--- src/hdl/bto_pkg.sv ---
// Shared types, constants and font table for the box and timestamp overlay.
package bto_pkg;

    // Text buffer depth and derived widths.
    localparam int MAX_TEXT_CHARS = 32;
    localparam int IDX_W  = (MAX_TEXT_CHARS > 1) ? $clog2(MAX_TEXT_CHARS) : 1;
    localparam int CI_W   = $clog2(MAX_TEXT_CHARS + 1);
    // Horizontal offset into the glyph row, only meaningful inside the panel.
    localparam int DX_W   = $clog2(12 * MAX_TEXT_CHARS + 2);
    // Fixed-point reciprocal of the 12-pixel character pitch.
    localparam int RECIP_SH = DX_W + 6;
    localparam int RECIP_W  = RECIP_SH - 2;
    localparam logic [RECIP_W-1:0] RECIP = RECIP_W'(((2 ** RECIP_SH) + 11) / 12);
    // Compare width for the panel right edge (12 * MAX + 10 stays below 4096).
    localparam int XCMP_W = 12;

    // Configuration register indexes.
    localparam logic [7:0] REG_BOX_ENABLE   = 8'd0;
    localparam logic [7:0] REG_BOX_LEFT     = 8'd1;
    localparam logic [7:0] REG_BOX_TOP      = 8'd2;
    localparam logic [7:0] REG_BOX_RIGHT    = 8'd3;
    localparam logic [7:0] REG_BOX_BOTTOM   = 8'd4;
    localparam logic [7:0] REG_FRAME_WIDTH  = 8'd5;
    localparam logic [7:0] REG_FRAME_HEIGHT = 8'd6;
    localparam logic [7:0] REG_TEXT_LENGTH  = 8'd7;

    // Result source codes.
    localparam logic [1:0] SRC_PASS  = 2'd0;
    localparam logic [1:0] SRC_BOX   = 2'd1;
    localparam logic [1:0] SRC_PANEL = 2'd2;
    localparam logic [1:0] SRC_GLYPH = 2'd3;

    // Colors.
    localparam logic [15:0] COLOR_RED   = 16'hF800;
    localparam logic [15:0] COLOR_WHITE = 16'hFFFF;
    localparam logic [15:0] COLOR_BLACK = 16'h0000;

    // Character codes.
    localparam logic [7:0] CH_SPACE = 8'h20;
    localparam logic [7:0] CH_ZERO  = 8'h30;
    localparam logic [7:0] CH_NINE  = 8'h39;
    localparam logic [7:0] CH_DASH  = 8'h2D;
    localparam logic [7:0] CH_COLON = 8'h3A;

    localparam logic [3:0] GLYPH_DASH  = 4'd10;
    localparam logic [3:0] GLYPH_COLON = 4'd11;
    localparam logic [3:0] GLYPH_BLANK = 4'd12;

    typedef struct packed {
        logic               box_enable;
        logic signed [11:0] box_left;
        logic signed [11:0] box_top;
        logic signed [11:0] box_right;
        logic signed [11:0] box_bottom;
        logic [10:0]        frame_width;
        logic [10:0]        frame_height;
        logic [5:0]         text_length;
    } cfg_t;

    typedef logic [4:0] font_row_t;

    // 5x7 font, MSB is the leftmost column.
    localparam font_row_t FONT [0:12][0:6] = '{
        '{5'h0E, 5'h11, 5'h13, 5'h15, 5'h19, 5'h11, 5'h0E},
        '{5'h04, 5'h0C, 5'h04, 5'h04, 5'h04, 5'h04, 5'h0E},
        '{5'h0E, 5'h11, 5'h01, 5'h02, 5'h04, 5'h08, 5'h1F},
        '{5'h1E, 5'h01, 5'h01, 5'h06, 5'h01, 5'h01, 5'h1E},
        '{5'h02, 5'h06, 5'h0A, 5'h12, 5'h1F, 5'h02, 5'h02},
        '{5'h1F, 5'h10, 5'h10, 5'h1E, 5'h01, 5'h01, 5'h1E},
        '{5'h06, 5'h08, 5'h10, 5'h1E, 5'h11, 5'h11, 5'h0E},
        '{5'h1F, 5'h01, 5'h02, 5'h04, 5'h08, 5'h08, 5'h08},
        '{5'h0E, 5'h11, 5'h11, 5'h0E, 5'h11, 5'h11, 5'h0E},
        '{5'h0E, 5'h11, 5'h11, 5'h0F, 5'h01, 5'h02, 5'h0C},
        '{5'h00, 5'h00, 5'h00, 5'h1F, 5'h00, 5'h00, 5'h00},
        '{5'h00, 5'h04, 5'h00, 5'h00, 5'h04, 5'h00, 5'h00},
        '{5'h00, 5'h00, 5'h00, 5'h00, 5'h00, 5'h00, 5'h00}
    };

    // Map a character code to its font entry; anything unknown is blank.
    function automatic logic [3:0] glyph_index(input logic [7:0] code);
        logic [7:0] diff;
        begin
            diff = code - CH_ZERO;
            if (code >= CH_ZERO && code <= CH_NINE) begin
                glyph_index = diff[3:0];
            end else if (code == CH_DASH) begin
                glyph_index = GLYPH_DASH;
            end else if (code == CH_COLON) begin
                glyph_index = GLYPH_COLON;
            end else begin
                glyph_index = GLYPH_BLANK;
            end
        end
    endfunction

endpackage

--- src/hdl/bto_cfg_regs.sv ---
// Configuration register file for the overlay.
module bto_cfg_regs (
    input  logic         aclk,
    input  logic         aresetn,
    input  logic         cfg_valid,
    input  logic [7:0]   cfg_index,
    input  logic [15:0]  cfg_data,
    output bto_pkg::cfg_t cfg
);
    import bto_pkg::*;

    cfg_t cfg_reg;

    assign cfg = cfg_reg;

    always_ff @(posedge aclk) begin
        if (!aresetn) begin
            cfg_reg.box_enable   <= 1'b0;
            cfg_reg.box_left     <= '0;
            cfg_reg.box_top      <= '0;
            cfg_reg.box_right    <= '0;
            cfg_reg.box_bottom   <= '0;
            cfg_reg.frame_width  <= 11'd320;
            cfg_reg.frame_height <= 11'd240;
            cfg_reg.text_length  <= '0;
        end else if (cfg_valid) begin
            unique case (cfg_index)
                REG_BOX_ENABLE:   cfg_reg.box_enable   <= cfg_data[0];
                REG_BOX_LEFT:     cfg_reg.box_left     <= signed'(cfg_data[11:0]);
                REG_BOX_TOP:      cfg_reg.box_top      <= signed'(cfg_data[11:0]);
                REG_BOX_RIGHT:    cfg_reg.box_right    <= signed'(cfg_data[11:0]);
                REG_BOX_BOTTOM:   cfg_reg.box_bottom   <= signed'(cfg_data[11:0]);
                REG_FRAME_WIDTH:  cfg_reg.frame_width  <= cfg_data[10:0];
                REG_FRAME_HEIGHT: cfg_reg.frame_height <= cfg_data[10:0];
                REG_TEXT_LENGTH:  cfg_reg.text_length  <= cfg_data[5:0];
                default: ;
            endcase
        end
    end

endmodule

--- src/hdl/bto_text_store.sv ---
// Timestamp character buffer: one write port, one combinational read port.
module bto_text_store (
    input  logic                  aclk,
    input  logic                  aresetn,
    input  logic                  wr_en,
    input  logic [4:0]            wr_slot,
    input  logic [7:0]            wr_code,
    input  logic [bto_pkg::IDX_W-1:0] rd_idx,
    output logic [7:0]            rd_code
);
    import bto_pkg::*;

    logic [7:0] chars_reg [MAX_TEXT_CHARS];
    logic       slot_ok;

    // Drop stores beyond the buffer depth.
    assign slot_ok = 32'(wr_slot) < MAX_TEXT_CHARS;
    assign rd_code = chars_reg[rd_idx];

    always_ff @(posedge aclk) begin
        if (!aresetn) begin
            for (int i = 0; i < MAX_TEXT_CHARS; i++) begin
                chars_reg[i] <= CH_SPACE;
            end
        end else if (wr_en && slot_ok) begin
            chars_reg[IDX_W'(wr_slot)] <= wr_code;
        end
    end

endmodule

--- src/hdl/bto_shade.sv ---
// Per-pixel recolor logic: box outline, text panel and glyph lookup.
module bto_shade (
    input  bto_pkg::cfg_t             cfg,
    input  logic [10:0]               pixel_x,
    input  logic [10:0]               pixel_y,
    input  logic [15:0]               pixel_color,
    output logic [bto_pkg::IDX_W-1:0] rd_idx,
    input  logic [7:0]                rd_code,
    output logic [15:0]               out_color,
    output logic [1:0]                source
);
    import bto_pkg::*;

    logic signed [12:0] xs, ys, l, r, t, b, lo_x, hi_x, lo_y, hi_y;
    logic               in_outer, in_inner, box_hit, in_frame;
    logic [CI_W-1:0]    len_sat;
    logic [10:0]        py, yrel;
    logic [XCMP_W-1:0]  xlim;
    logic               panel_hit, row_ok;
    logic [10:0]        dx_full;
    logic [DX_W-1:0]    dx, cx;
    logic [DX_W+RECIP_W-1:0] prod;
    logic [CI_W-1:0]    ci;
    logic [DX_W-1:0]    ci_x12;
    logic [10:0]        dy;
    logic [2:0]         row, col;
    logic [3:0]         gidx;
    font_row_t          bits;
    logic               glyph_hit;

    assign in_frame = (pixel_x < cfg.frame_width) && (pixel_y < cfg.frame_height);

    // Box: sort corners, then outer-expanded minus strict interior.
    assign xs = signed'({2'b00, pixel_x});
    assign ys = signed'({2'b00, pixel_y});
    assign l  = 13'(cfg.box_left);
    assign r  = 13'(cfg.box_right);
    assign t  = 13'(cfg.box_top);
    assign b  = 13'(cfg.box_bottom);
    assign lo_x = (l > r) ? r : l;
    assign hi_x = (l > r) ? l : r;
    assign lo_y = (t > b) ? b : t;
    assign hi_y = (t > b) ? t : b;
    assign in_outer = (xs >= lo_x - 13'sd1) && (xs <= hi_x + 13'sd1) &&
                      (ys >= lo_y - 13'sd1) && (ys <= hi_y + 13'sd1);
    assign in_inner = (xs > lo_x) && (xs < hi_x) && (ys > lo_y) && (ys < hi_y);
    assign box_hit  = cfg.box_enable && in_outer && !in_inner;

    // Text panel geometry.
    assign len_sat = (7'(cfg.text_length) > 7'(MAX_TEXT_CHARS)) ?
                     CI_W'(MAX_TEXT_CHARS) : CI_W'(cfg.text_length);
    assign py   = (cfg.frame_height >= 11'd22) ? cfg.frame_height - 11'd22 : '0;
    assign yrel = pixel_y - py;
    assign xlim = XCMP_W'(len_sat) * XCMP_W'(12) + XCMP_W'(10);
    assign panel_hit = (len_sat != '0) && (pixel_x >= 11'd4) &&
                       (XCMP_W'(pixel_x) < xlim) &&
                       (pixel_y >= py) && (yrel < 11'd22);

    // Character cell: index by reciprocal multiply, column by remainder.
    assign dx_full = pixel_x - 11'd8;
    assign dx      = dx_full[DX_W-1:0];
    assign prod    = (DX_W+RECIP_W)'(dx) * (DX_W+RECIP_W)'(RECIP);
    assign ci      = prod[RECIP_SH +: CI_W];
    assign ci_x12  = DX_W'({ci, 3'b000}) + DX_W'({ci, 2'b00});
    assign cx      = dx - ci_x12;
    assign col     = cx[3:1];
    assign rd_idx  = IDX_W'(ci);

    assign row_ok = (yrel >= 11'd4) && (yrel < 11'd18);
    assign dy     = yrel - 11'd4;
    assign row    = dy[3:1];

    assign gidx = glyph_index(rd_code);
    assign bits = row_ok ? FONT[gidx][row] : '0;

    assign glyph_hit = panel_hit && (pixel_x >= 11'd8) && row_ok &&
                       (ci < len_sat) && (cx < DX_W'(10)) &&
                       bits[3'd4 - col];

    always_comb begin
        out_color = pixel_color;
        source    = SRC_PASS;
        if (in_frame) begin
            if (glyph_hit) begin
                out_color = COLOR_WHITE;
                source    = SRC_GLYPH;
            end else if (panel_hit) begin
                out_color = COLOR_BLACK;
                source    = SRC_PANEL;
            end else if (box_hit) begin
                out_color = COLOR_RED;
                source    = SRC_BOX;
            end
        end
    end

endmodule

--- src/hdl/box_and_timestamp_overlay.sv ---
// Top level of the box and timestamp overlay for an RGB565 pixel stream.
// Path: a pixel transaction is taken into the input register and moves on
// to the output register, which drives m_tvalid, once that register is free.
// Throughput: one item per cycle while m_tready is held high, set by the
// combinational recolor logic between the input register and the output register.
// Reset: aresetn (synchronous, active low) empties both stages, restores the
// register defaults and fills the text buffer with spaces.
module box_and_timestamp_overlay (
    input  logic        aclk,
    input  logic        aresetn,
    // Input stream
    input  logic        s_tvalid,
    output logic        s_tready,
    input  logic [55:0] s_tdata,   // pixel_x[10:0], pixel_y[21:11], pixel_color[37:22],
                                   // char_slot[42:38], char_code[50:43], zero pad
    input  logic        s_tuser,   // action (0 pixel, 1 store character)
    // Result stream
    output logic        m_tvalid,
    input  logic        m_tready,
    output logic [15:0] m_tdata,   // out_color[15:0]
    output logic [1:0]  m_tuser,   // source[1:0]
    // Configuration write channel
    input  logic        cfg_valid,
    output logic        cfg_ready,
    input  logic [7:0]  cfg_index,
    input  logic [15:0] cfg_data
);
    import bto_pkg::*;

    cfg_t cfg;

    // Input stage registers.
    logic        in_valid_reg;
    logic        in_action_reg;
    logic [10:0] in_x_reg, in_y_reg;
    logic [15:0] in_color_reg;
    logic [4:0]  in_slot_reg;
    logic [7:0]  in_code_reg;

    // Output stage registers.
    logic        out_valid_reg, out_valid_next;
    logic [15:0] out_color_reg;
    logic [1:0]  out_src_reg;

    logic             out_free, in_leave, in_take, store_now;
    logic [IDX_W-1:0] rd_idx;
    logic [7:0]       rd_code;
    logic [15:0]      shade_color;
    logic [1:0]       shade_src;

    // Configuration writes are always taken.
    assign cfg_ready = 1'b1;

    bto_cfg_regs u_cfg (
        .aclk      (aclk),
        .aresetn   (aresetn),
        .cfg_valid (cfg_valid),
        .cfg_index (cfg_index),
        .cfg_data  (cfg_data),
        .cfg       (cfg)
    );

    // The output register can load when empty or being drained this cycle.
    assign out_free = !out_valid_reg || m_tready;
    // A store leaves the input stage at once; a pixel needs room downstream.
    assign in_leave  = in_valid_reg && (in_action_reg || out_free);
    assign s_tready  = !in_valid_reg || in_leave;
    assign in_take   = s_tvalid && s_tready;
    // Commit the character as the store leaves, so later pixels see it.
    assign store_now = in_valid_reg && in_action_reg;

    bto_text_store u_text (
        .aclk    (aclk),
        .aresetn (aresetn),
        .wr_en   (store_now),
        .wr_slot (in_slot_reg),
        .wr_code (in_code_reg),
        .rd_idx  (rd_idx),
        .rd_code (rd_code)
    );

    bto_shade u_shade (
        .cfg         (cfg),
        .pixel_x     (in_x_reg),
        .pixel_y     (in_y_reg),
        .pixel_color (in_color_reg),
        .rd_idx      (rd_idx),
        .rd_code     (rd_code),
        .out_color   (shade_color),
        .source      (shade_src)
    );

    // Input stage: hold the transaction until it can move on.
    always_ff @(posedge aclk) begin
        if (!aresetn) begin
            in_valid_reg <= 1'b0;
        end else if (in_take) begin
            in_valid_reg <= 1'b1;
        end else if (in_leave) begin
            in_valid_reg <= 1'b0;
        end
    end

    always_ff @(posedge aclk) begin
        if (in_take) begin
            in_action_reg <= s_tuser;
            in_x_reg      <= s_tdata[10:0];
            in_y_reg      <= s_tdata[21:11];
            in_color_reg  <= s_tdata[37:22];
            in_slot_reg   <= s_tdata[42:38];
            in_code_reg   <= s_tdata[50:43];
        end
    end

    // Output stage: a pixel leaving the input stage loads a result.
    always_comb begin
        out_valid_next = out_valid_reg;
        if (in_leave && !in_action_reg) begin
            out_valid_next = 1'b1;
        end else if (m_tready) begin
            out_valid_next = 1'b0;
        end
    end

    always_ff @(posedge aclk) begin
        if (!aresetn) begin
            out_valid_reg <= 1'b0;
        end else begin
            out_valid_reg <= out_valid_next;
        end
    end

    always_ff @(posedge aclk) begin
        if (in_leave && !in_action_reg) begin
            out_color_reg <= shade_color;
            out_src_reg   <= shade_src;
        end
    end

    assign m_tvalid = out_valid_reg;
    assign m_tdata  = out_color_reg;
    assign m_tuser  = out_src_reg;

endmodule
--- config.mk ---
export PLATFORM = sky130hd
export DESIGN_NAME = box_and_timestamp_overlay
export DESIGN_NICKNAME = d
export VERILOG_FILES = /design/src/hdl/bto_pkg.sv /design/src/hdl/bto_cfg_regs.sv /design/src/hdl/bto_text_store.sv /design/src/hdl/bto_shade.sv /design/src/hdl/box_and_timestamp_overlay.sv
export SDC_FILE = /design/constraint.sdc
export NUM_CORES = 1
export LEC_CHECK = 0
export BUFFER_PORTS_ARGS = -buffer_cell sky130_fd_sc_hd__buf_2
export CAP_MARGIN = 30
export CORE_MARGIN = 2
export CORE_UTILIZATION = 33
export CTS_CLUSTER_DIAMETER = 30
export DETAILED_ROUTE_END_ITERATION = 6
export HOLD_SLACK_MARGIN = 0.06
export SLEW_MARGIN = 25
export SYNTH_ARGS = -nofsm -noshare
export SYNTH_HDL_FRONTEND = slang
export SYNTH_HIERARCHICAL = 1
export SYNTH_SLANG_ARGS = --single-unit
--- constraint.sdc ---
create_clock -name aclk -period 19.43 [get_ports aclk]
set_clock_uncertainty 0.15 [all_clocks]
set_input_delay 3.886 -clock aclk [delete_from_list [all_inputs] [get_ports aclk]]
set_output_delay 3.886 -clock aclk [all_outputs]
set_load 0.005 [all_outputs]
=== Yosys cells after proc, flatten, opt, wreduce, memory -nomap -nowiden ===
Memory sizes are Yosys's and may differ from the RTL's.
Index checks and enable logic that the tools add are counted.

* Bits in registers: 149
* RAM bits: 256
* Bits in read-only memories: 560
* Input bits: 86
* Output and inout bits: 21
* Word-level logic and storage cells: 153
* Memories: 2

{| class="wikitable"
|+ Memory list
! memory !! words !! width !! read ports !! clocked after Yosys merged registers in !! write ports !! RTL line !! source
|-
| (name not given) || 16 || 35 || 1 || 0 || 0 || bto_shade.sv:74 || <nowiki>assign bits = row_ok ? FONT[gidx][row] : '0;</nowiki>
|-
| u_text.chars_reg || 32 || 8 || 1 || 0 || 32 || bto_text_store.sv:13 || <nowiki>logic [7:0] chars_reg [MAX_TEXT_CHARS];</nowiki>
|}

* Add/sub/neg operators: 13
* Multipliers: 2
* Order comparisons: 28
* Eq/ne operators: 9
* Mux-type cells: 35
* Bitwise operators: 2
* Reduce and logical (&&, ||, !) cells: 44

{| class="wikitable"
|+ Operators with widths
! operator !! number
|-
| 35-bit 2-to-1 mux || 2
|-
| 16-bit 2-to-1 mux || 4
|-
| 13-bit 2-to-1 mux || 4
|-
| 11-bit less-than comparator || 3
|-
| 8-bit by 3-bit equality test with 1-bit output (second input constant) || 4
|-
| 13-bit by 2-bit adder with 13-bit output (second input constant) || 2
|-
| 12-bit by 13-bit greater-or-equal comparator with 1-bit output || 2
|-
| 12-bit by 13-bit > comparator with 1-bit output || 2
|-
| 12-bit by 13-bit less-or-equal comparator with 1-bit output || 2
|-
| 12-bit by 13-bit less-than comparator with 1-bit output || 2
|-
| 13-bit by 2-bit subtractor with 13-bit output (second input constant) || 2
|-
| 12-bit > comparator || 2
|-
| 1-bit logical AND || 24
|-
| 11-bit by 3-bit greater-or-equal comparator with 1-bit output (second input constant) || 2
|-
| 11-bit by 5-bit less-than comparator with 1-bit output (second input constant) || 2
|-
| 9-bit by 12-bit multiplier with 21-bit output (second input constant) || 1
|-
| 5-bit 2-to-1 mux || 4
|-
| 8-bit by 2-bit equality test with 1-bit output (second input constant) || 2
|-
| 8-bit by 6-bit equality test with 1-bit output (second input constant) || 2
|-
| 2-bit AND reduction || 8
|-
| 5-bit binary-select mux with 3-bit select || 1
|-
| 10-bit by 4-bit adder with 11-bit output (second input constant) || 1
|-
| 11-bit greater-or-equal comparator || 1
|-
| 11-bit by 4-bit greater-or-equal comparator with 1-bit output (second input constant) || 1
|-
| 35 further kinds || 53
|}

=== Depth between registers and ports, before layout ===
Gate-level depths: netlist of run 1.
An unclocked memory read counts as a cell.

* Word-level depth: 20
* Depth in mapped cells: 42
* Depth with buffers taken out: 38

=== By module ===
Netlist of run 1, hierarchy kept.

{| class="wikitable"
|+ Modules (own cells, without submodules)
! module !! times used !! cells an instance !! area each (sq um) !! sequential area each (sq um)
|-
| bto_text_store || 1 || 739 || 11,823.8 || 7,687.4
|-
| bto_shade || 1 || 1,343 || 9,814.4 || 0.0
|-
| bto_cfg_regs || 1 || 282 || 2,935.3 || 1,541.5
|-
| box_and_timestamp_overlay || 1 || 83 || 2,215.9 || 2,142.1
|}

=== Worst setup path before layout of run 1 ===
OpenSTA, ideal clock, no wires.

* Path kind: register -> register
* Start point: register in_x_reg[3]
* End point: register out_color_reg[14] (netlist: m_tdata[14]) (data pin)
* Setup time: 0.290 ns
* Arrival time: 10.103 ns
* Data required time: 18.990 ns
* Path slack: 8.886 ns
* Stages on the path, launching flop included: 42
* Buffers on the path: 4
* Period minus slack after synthesis: 10.544 ns
* Path through: edfxtp_1 nor3_1 nor3b_1 xor2_1 ha_1 inv_1 fa_1 inv_1 fa_1 inv_1 fa_1 inv_1 ha_1 a211oi_1 o21ai_0 a221oi_1 a21oi_1 xnor2_1 (+6 left out) buf_2 and4b_1 o21ai_1 and2_1 a311oi_1 inv_1 ha_1 inv_1 o211a_1 nand3b_1 o21ai_0 and3_1 nor4_1 a2111oi_0 and4b_1 nand4_1 clkbuf_1 o211ai_1

* Longest elaborated chain between the ends: 20
* Elaborated cells on any way between the ends: 58
* Classes of those cells: add/sub: 5; mul: 1; order compare: 12; eq/ne: 2; mux: 15; bitwise: 1; reduce/logical: 20; memory: 2

{| class="wikitable"
|+ Ends and longest elaborated chain
! what !! RTL line !! source
|-
| start, declared || box_and_timestamp_overlay.sv:35 || <nowiki>logic [10:0] in_x_reg, in_y_reg;</nowiki>
|-
| start signal, assigned || box_and_timestamp_overlay.sv:107 || <nowiki>in_x_reg <= s_tdata[10:0];</nowiki>
|-
| 9-bit by 4-bit subtractor with 9-bit output (*) || bto_shade.sv:60 || <nowiki>assign dx_full = pixel_x - 11'd8;</nowiki>
|-
| 9-bit by 12-bit multiplier with 21-bit output (*) || bto_shade.sv:62 || <nowiki>assign prod = (DX_W+RECIP_W)'(dx) * (DX_W+RECIP_W)'(RECIP);</nowiki>
|-
| net rd_idx[2] || box_and_timestamp_overlay.sv:46 || <nowiki>logic [IDX_W-1:0] rd_idx;</nowiki>
|-
| memory read 32 x 8 bit (*) || n/a ||
|-
| net rd_code[4] || box_and_timestamp_overlay.sv:47 || <nowiki>logic [7:0] rd_code;</nowiki>
|-
| branches (longest 3 deep; another with 8-bit by 6-bit greater-or-equal comparator with 1-bit output) || n/a ||
|-
| 4-bit 2-to-1 mux (*) || bto_pkg.sv:84 || <nowiki>if (code >= CH_ZERO && code <= CH_NINE) begin</nowiki>
|-
| 4-bit inverter with 5-bit output (implied by the code) (*) || bto_shade.sv:74 ||
|-
| (+4 left out) || n/a ||
|-
| 5-bit 2-to-1 mux (implied by the code) (*) (2 in series) || bto_shade.sv:74 ||
|-
| 5-bit 2-to-1 mux (*) || bto_shade.sv:74 ||
|-
| 1-bit binary-select mux with 3-bit select (*) || bto_shade.sv:78 || <nowiki>bits[3'd4 - col];</nowiki>
|-
| 1-bit 2-to-1 mux (implied by the code) (*) || bto_shade.sv:78 ||
|-
| 1-bit logical AND (*) || bto_shade.sv:77 || <nowiki>(ci < len_sat) && (cx < DX_W'(10)) &&</nowiki>
|-
| 16-bit 2-to-1 mux (*) || bto_shade.sv:84 || <nowiki>if (glyph_hit) begin</nowiki>
|-
| 16-bit 2-to-1 mux (*) || bto_shade.sv:83 || <nowiki>if (in_frame) begin</nowiki>
|-
| net shade_color[14] || box_and_timestamp_overlay.sv:48 || <nowiki>logic [15:0] shade_color;</nowiki>
|-
| end signal, assigned || box_and_timestamp_overlay.sv:135 || <nowiki>out_color_reg <= shade_color;</nowiki>
|-
| end, declared || box_and_timestamp_overlay.sv:42 || <nowiki>logic [15:0] out_color_reg;</nowiki>
|}

Mark *: on every way through the listed nets, which the timed path passes. The select of a mux whose other input is x is not followed.
A chain may end at the register's enable or synchronous reset.

=== Final worst setup path of run 1 ===
Same ends and word-level chain as after synthesis.

==> qor.txt, run 1 <==
Post-route DRC - 0
Final period util - 0.643
CORE AREA - 80400 µm²
Routed wire length - 69400 µm
# Max-Cap Violations - 0
GR Util All Layers - 0.166
DIE AREA - 83500 µm²
Peak VDD IR - 0.000173 V
Synth unique cells - 89
Net count, final - 2927
Diode count - 0
Slowest cell on crit path - edfxtp_1
RSZ-0062 raised after global routing - false
CTS Buffer Depth - 3
Ys async rst share - 0
Final Max Slew Viols - 0
Yosys warns - 6
Clk sink count - 405
Post-synth EDFFs - 326
Pre-antenna DRT Iters - 7
Reg2Reg Setup Slack - 6.93 ns
Count of final hold-check violations - 0
Post-synthesis sequential area ratio - 0.424
Synth Area in XOR/XNOR - 0.0252
Synth Area in Simple Gates - 0.163
Crit Path Max Fanout - 49
PD cells - 160 nW/µm²
WP buf/inv - 11
Placer Congestion - 0.893
Ranking of synthesized cells by area - edfxtp_1 37%, ha_1 11%, mux4_2 6.7%
Startpoint Class - register
Post-synthesis adder-cell area fraction - 0.128
Die height - 289 µm
Post-layout power - 5130 µW
Setup Viol. Count Final - 0
Compound-gate portion of the synthesized area - 0.101
Actual slew at the worst max-slew pin - 0.887 ns
CTS buffer count - 91
Top Ports - 107
Avg Vias per Cell - 5.15
Fmax - 80.0 MHz
CP Launch Point - in_x_reg[3]
Vias in the first global route - 18900
Syn_area_per_cell - 10.9 µm²
First-pass GRT wire length - 108000 µm
Register-to-Register Path Depth - 39
Final setup margin - 6.93 ns
Hold bufs inserted after CTS - 0
Starting Density - 0.333
Hold Slack - 0.307 ns
CP most frequent cell - inv_1
Synth Flop Type - edfxtp_1
CP top delay family - compound AO/OA/AOI/OAI gates
Initial DRC Count - 1284
Reg clk slew, reported paths - 0.05 ns
Syn nets - 2792
Final HPWL DP - 50000 µm
Max reg flops - 256
Largest family of logic cells by synthesized area - simple AND/OR/NAND/NOR gates
Routed len/inst - 18.7 µm
Post-CTS resize count - 0
Mux contribution to synthesized area - 0.114
Max stage delay on crit path - 0.70 ns
Clock Latency Late Sink - 0.65 ns
Initial antenna violation count - 0
Dominant cell type by area after synthesis - edfxtp_1
Setup TNS - 0 ns
Vias - 19100
Req. time, crit path - 19.62 ns
Dpl ws - 6.48 ns
Area share of the largest cell type after synthesis - 0.365
CTS tree - done
CP arrival - 12.69 ns
Area grow syn2layout - 19.5%
Tmin final - 12.50 ns
Clock Tree Root - clkbuf_16
Status - completed
Reg-to-reg startpoint - in_x_reg[3]
Hold Path End - u_cfg/cfg[19]
Hold path startpoint - u_cfg/cfg[19]
P_leak - 0.0126 µW
Post-Syn Instances - 2447
Layout cell share with drive strength beyond 1 - 0.166
Die width - 289 µm
Largest net degree at the start of global routing - 69
Mapped cell area - 26800 µm²
Rel. slew slack - 0.405
FF-to-FF End - m_tdata[14]
H-tree depth - 3
Crit end category - register
Crit path kind - register to register
Setup bufs post-CTS - 0
Hold Crit Depth - 2
PortBufs - 96
Top cells by count, synth - 326 x edfxtp_1, 234 x and2_1, 233 x ha_1, 180 x nand2_1, 178 x inv_1
Post-route ant nets - 0
Yosys reg bits - 405
Num rows - 104
Hold Crit Class - register to register
GRT Residual Overflow - 0
Top-count cell post-synth - edfxtp_1
through the flow:
| stage | util | area, µm² | std cells |
|---|---|---|---|
| 3_5_place_dp | 0.356 | 28600 | 3543 |
| 6_report | 0.398 | 32000 | 3718 |
| 5_1_grt | 0.398 | 32000 | 3718 |
| 3_3_place_gp | 0.353 | 28400 | 3525 |
| 4_1_cts | 0.397 | 31900 | 3712 |
| 2_1_floorplan | - | 26800 | 2447 |
worst max-delay path by stage:
stage | cells after the start | slack, ns | to
final | 39 | 6.93 | m_tdata[14]
after global placement | 38 | 6.66 | m_tdata[11]
after detailed placement | 38 | 6.48 | m_tdata[14]
after floorplan | 41 | 8.89 | m_tdata[14]
after CTS | 38 | 6.44 | m_tdata[14]
after global routing | 39 | 6.01 | m_tuser[0]
cells by family after synthesis:
kind of cell | after synthesis
simple gates | 805
flops | 405
compound gates | 402
buf+inv | 294
fa+ha+maj | 259
mux | 203
xor+xnor | 77
other cells | 2
tightest hold or removal path, stage by stage (launching register included):
cell and delay [ns]:
dfxtp_1 0.30, nand2_1 0.05, mux2i_1 0.05
metal layers:
metal | share of wire | up-vias | track usage
met2 | 0.47 | 430 | 0.267
met1 | 0.47 | 9320 | 0.230
met5 | 0 | - | 0
li1 | - | 9291 | -
met4 | 0.024 | 0 | 0.0505
met3 | 0.041 | 102 | 0.0245
area by class of cell:
| class | instances | area, µm² |
|---|---|---|
| inverter | 178 | 668 |
| tap | 1060 | 1330 |
| sequential | 405 | 11400 |
| clock buffer | 101 | 2380 |
| fill | 7675 | 48400 |
| multi-input combinational | 1748 | 14300 |
| timing repair buffer | 158 | 1010 |
| clock inverter | 68 | 967 |
cells in the final DEF (no fill, tap or decap), types with 80 or more instances in the layout:
master | Yosys | final
buf_2 | 6 | 104
a21oi_1 | 85 | 83
clkbuf_16 | 0 | 93
o21ai_0 | 95 | 87
nand2_1 | 180 | 180
edfxtp_1 | 326 | 326
and2_1 | 234 | 234
mux2i_1 | 109 | 109
mux4_2 | 80 | 80
nor2_1 | 120 | 120
inv_1 | 178 | 177
ha_1 | 233 | 233
where the power goes:
| group | total (µW) | switching (µW) | internal, µW |
|---|---|---|---|
| combinational | 2500 | 1420 | 1070 |
| clock | 1650 | 520 | 1130 |
| sequential | 982 | 19.9 | 962 |
| total | 5130 | 1960 | 3160 |
No activity file was read; power rests on OpenSTA's default activity.
==> run 2, diff against run 1 <==
==> constraint.sdc (replaced) <==
create_clock -name aclk -period 12 [get_ports aclk]
set_clock_uncertainty 0.15 [all_clocks]
set_input_delay 2.4 -clock aclk [delete_from_list [all_inputs] [get_ports aclk]]
set_output_delay 2.4 -clock aclk [all_outputs]
set_load 0.005 [all_outputs]
==> run 2 against run 1 <==
  * Sequential cell count unchanged
  * Register-to-register slack worse by 6.1 ns
  * Sequential share of layout area up 0.43 points
  * Critical endpoint unchanged
==> qor.txt, run 2 (synthesized netlist as in run 1, its figures left out) <==
Status - completed
Part of the power in the clock network - 0.288
Clock Latency Late Sink - 0.65 ns
Actual slew at the worst max-slew pin - 0.887 ns
PD cells - 253 nW/µm²
CORE AREA - 80400 µm²
Post-CTS resize count - 0
CTS buffer count - 83
RSZ-0062 raised after global routing - false
Tmin final - 11.17 ns
# Max-Cap Violations - 0
CP most frequent cell - inv_1
Peak VDD IR - 0.000282 V
FF-to-FF End - m_tdata[14]
Initial DRC Count - 1338
Most frequent cells in the layout - 326 x edfxtp_1, 234 x and2_1, 233 x ha_1
Reg2Reg Setup Slack - 0.83 ns
CP Depth - 39
Final period util - 0.931
DIE AREA - 83500 µm²
Register-to-Register Path Depth - 39
Register area - 11400 µm²
Net Sw Power - 3140 µW
Setup TNS - 0 ns
Power share of the combinational group - 0.514
Die width - 289 µm
Top Ports - 107
Pre-antenna DRT Iters - 5
Internal power - 4870 µW
Routed wire length - 69400 µm
Rel. slew slack - 0.407
Net Sw Frac - 0.392
CTS tree - done
GR Util All Layers - 0.165
PortBufs - 96
Clock Tree Root - clkbuf_16
Avg Vias per Cell - 5.16
Final Max Slew Viols - 0
Setup bufs post-CTS - 0
Placer Congestion - 0.907
Layout cell share with drive strength beyond 1 - 0.162
Fmax - 89.5 MHz
Startpoint Class - register
CP top delay family - adder cells
GRT Residual Overflow - 0
Vias in the first global route - 18600
H-tree depth - 3
Hold Crit Class - register to register
Initial antenna violation count - 0
Routed len/inst - 18.7 µm
Net count, final - 2933
Vias - 19200
Req. time, crit path - 12.20 ns
Crit Path Max Fanout - 20
Post-route DRC - 0
CP arrival - 11.38 ns
Crit path kind - register to register
Max stage delay on crit path - 0.60 ns
Final HPWL DP - 50800 µm
Largest net degree at the start of global routing - 68
Slowest cell on crit path - edfxtp_1
Num rows - 104
P_leak - 0.0125 µW
Hold bufs inserted after CTS - 0
Setup Viol. Count Final - 0
Reg clk slew, reported paths - 0.05 ns
Sequential share of power - 0.198
Starting Density - 0.333
Filler cells - 7741
Count of final hold-check violations - 0
Multi-input logic area - 14300 µm²
Post-route ant nets - 0
CTS Buffer Depth - 3
Die height - 289 µm
First-pass GRT wire length - 108000 µm
Area grow syn2layout - 18.0%
Hold Slack - 0.302 ns
Clk sink count - 405
CP endpoint - m_tdata[14]
Reg-to-reg startpoint - in_x_reg[3]
CP Launch Point - in_x_reg[3]
WP buf/inv - 10
Max reg flops - 256
Crit end category - register
Commonest non-fill, non-tap cell in the layout - edfxtp_1
==> run 2: changes by cell type in the layout (fill, tap and decap cells not counted), sizes merged <==
cell | previous run | this run
diode | 0 | 1
inv | 188 | 184
bufinv | 18 | 9
clkinvlp | 13 | 4
clkinv | 27 | 33
buf | 155 | 171
clkbuf | 104 | 100
==> run 2: how the worst min path moves through the flow <==
stage / end / depth (start not counted) / slack, ns / from
floorplan: u_cfg/cfg[18] / 2 / 0.28 / u_cfg/cfg[18]
global placement: u_cfg/cfg[26] / 2 / 0.29 / u_cfg/cfg[26]
detailed placement: u_cfg/cfg[22] / 2 / 0.30 / u_cfg/cfg[22]
CTS: u_cfg/cfg[22] / 2 / 0.31 / u_cfg/cfg[22]
global route: u_cfg/cfg[26] / 2 / 0.31 / u_cfg/cfg[26]
finish: u_cfg/cfg[21] / 2 / 0.30 / u_cfg/cfg[21]
==> run 2: tightest hold or removal path: cells and delay by family (launching register included) <==
kind	cells	cell delay [ns]
flops	1	0.30
simple gates	1	0.05
mux	1	0.05
==> run 2: through the flow <==
stage               instances   util  power, µW  setup slack (ns)  cell area [µm²]
finish                   3715  0.393       8020             0.825            31600
global route             3714  0.393       8510           0.00718            31600
CTS                      3710  0.393       8040             0.616            31600
detailed placement       3559  0.357       5700             0.645            28700
global placement         3538  0.355       5720             0.624            28500
floorplan                2447      -       4690              1.46            26800
==> run 2: final cells by class <==
type / count / share of cell area
Antenna cell: 1 / 0.0000791
Clock buffer: 99 / 0.0685
Clock inverter: 52 / 0.0221
Inverter: 178 / 0.0211
Multi-Input combinational cell: 1748 / 0.452
Sequential cell: 405 / 0.360
Tap cell: 1060 / 0.0419
Timing Repair Buffer: 172 / 0.0348
==> run 2: layer usage <==
metal | track usage | vias up | share of wire
li1 | - | 9277 | -
met1 | 0.229 | 9315 | 0.46
met2 | 0.267 | 496 | 0.47
met3 | 0.0254 | 99 | 0.050
met4 | 0.0433 | 0 | 0.022
met5 | 0 | - | 0
==> run 2: power groups by stage <==
stage	clock network [µW]	registers (µW)	logic (µW)
6_report	2300	1590	4120
3_5_place_dp	0	1610	4090
5_1_grt	2410	1590	4500
4_1_cts	2350	1590	4110
3_3_place_gp	0	1620	4100
2_1_floorplan	0	1600	3090
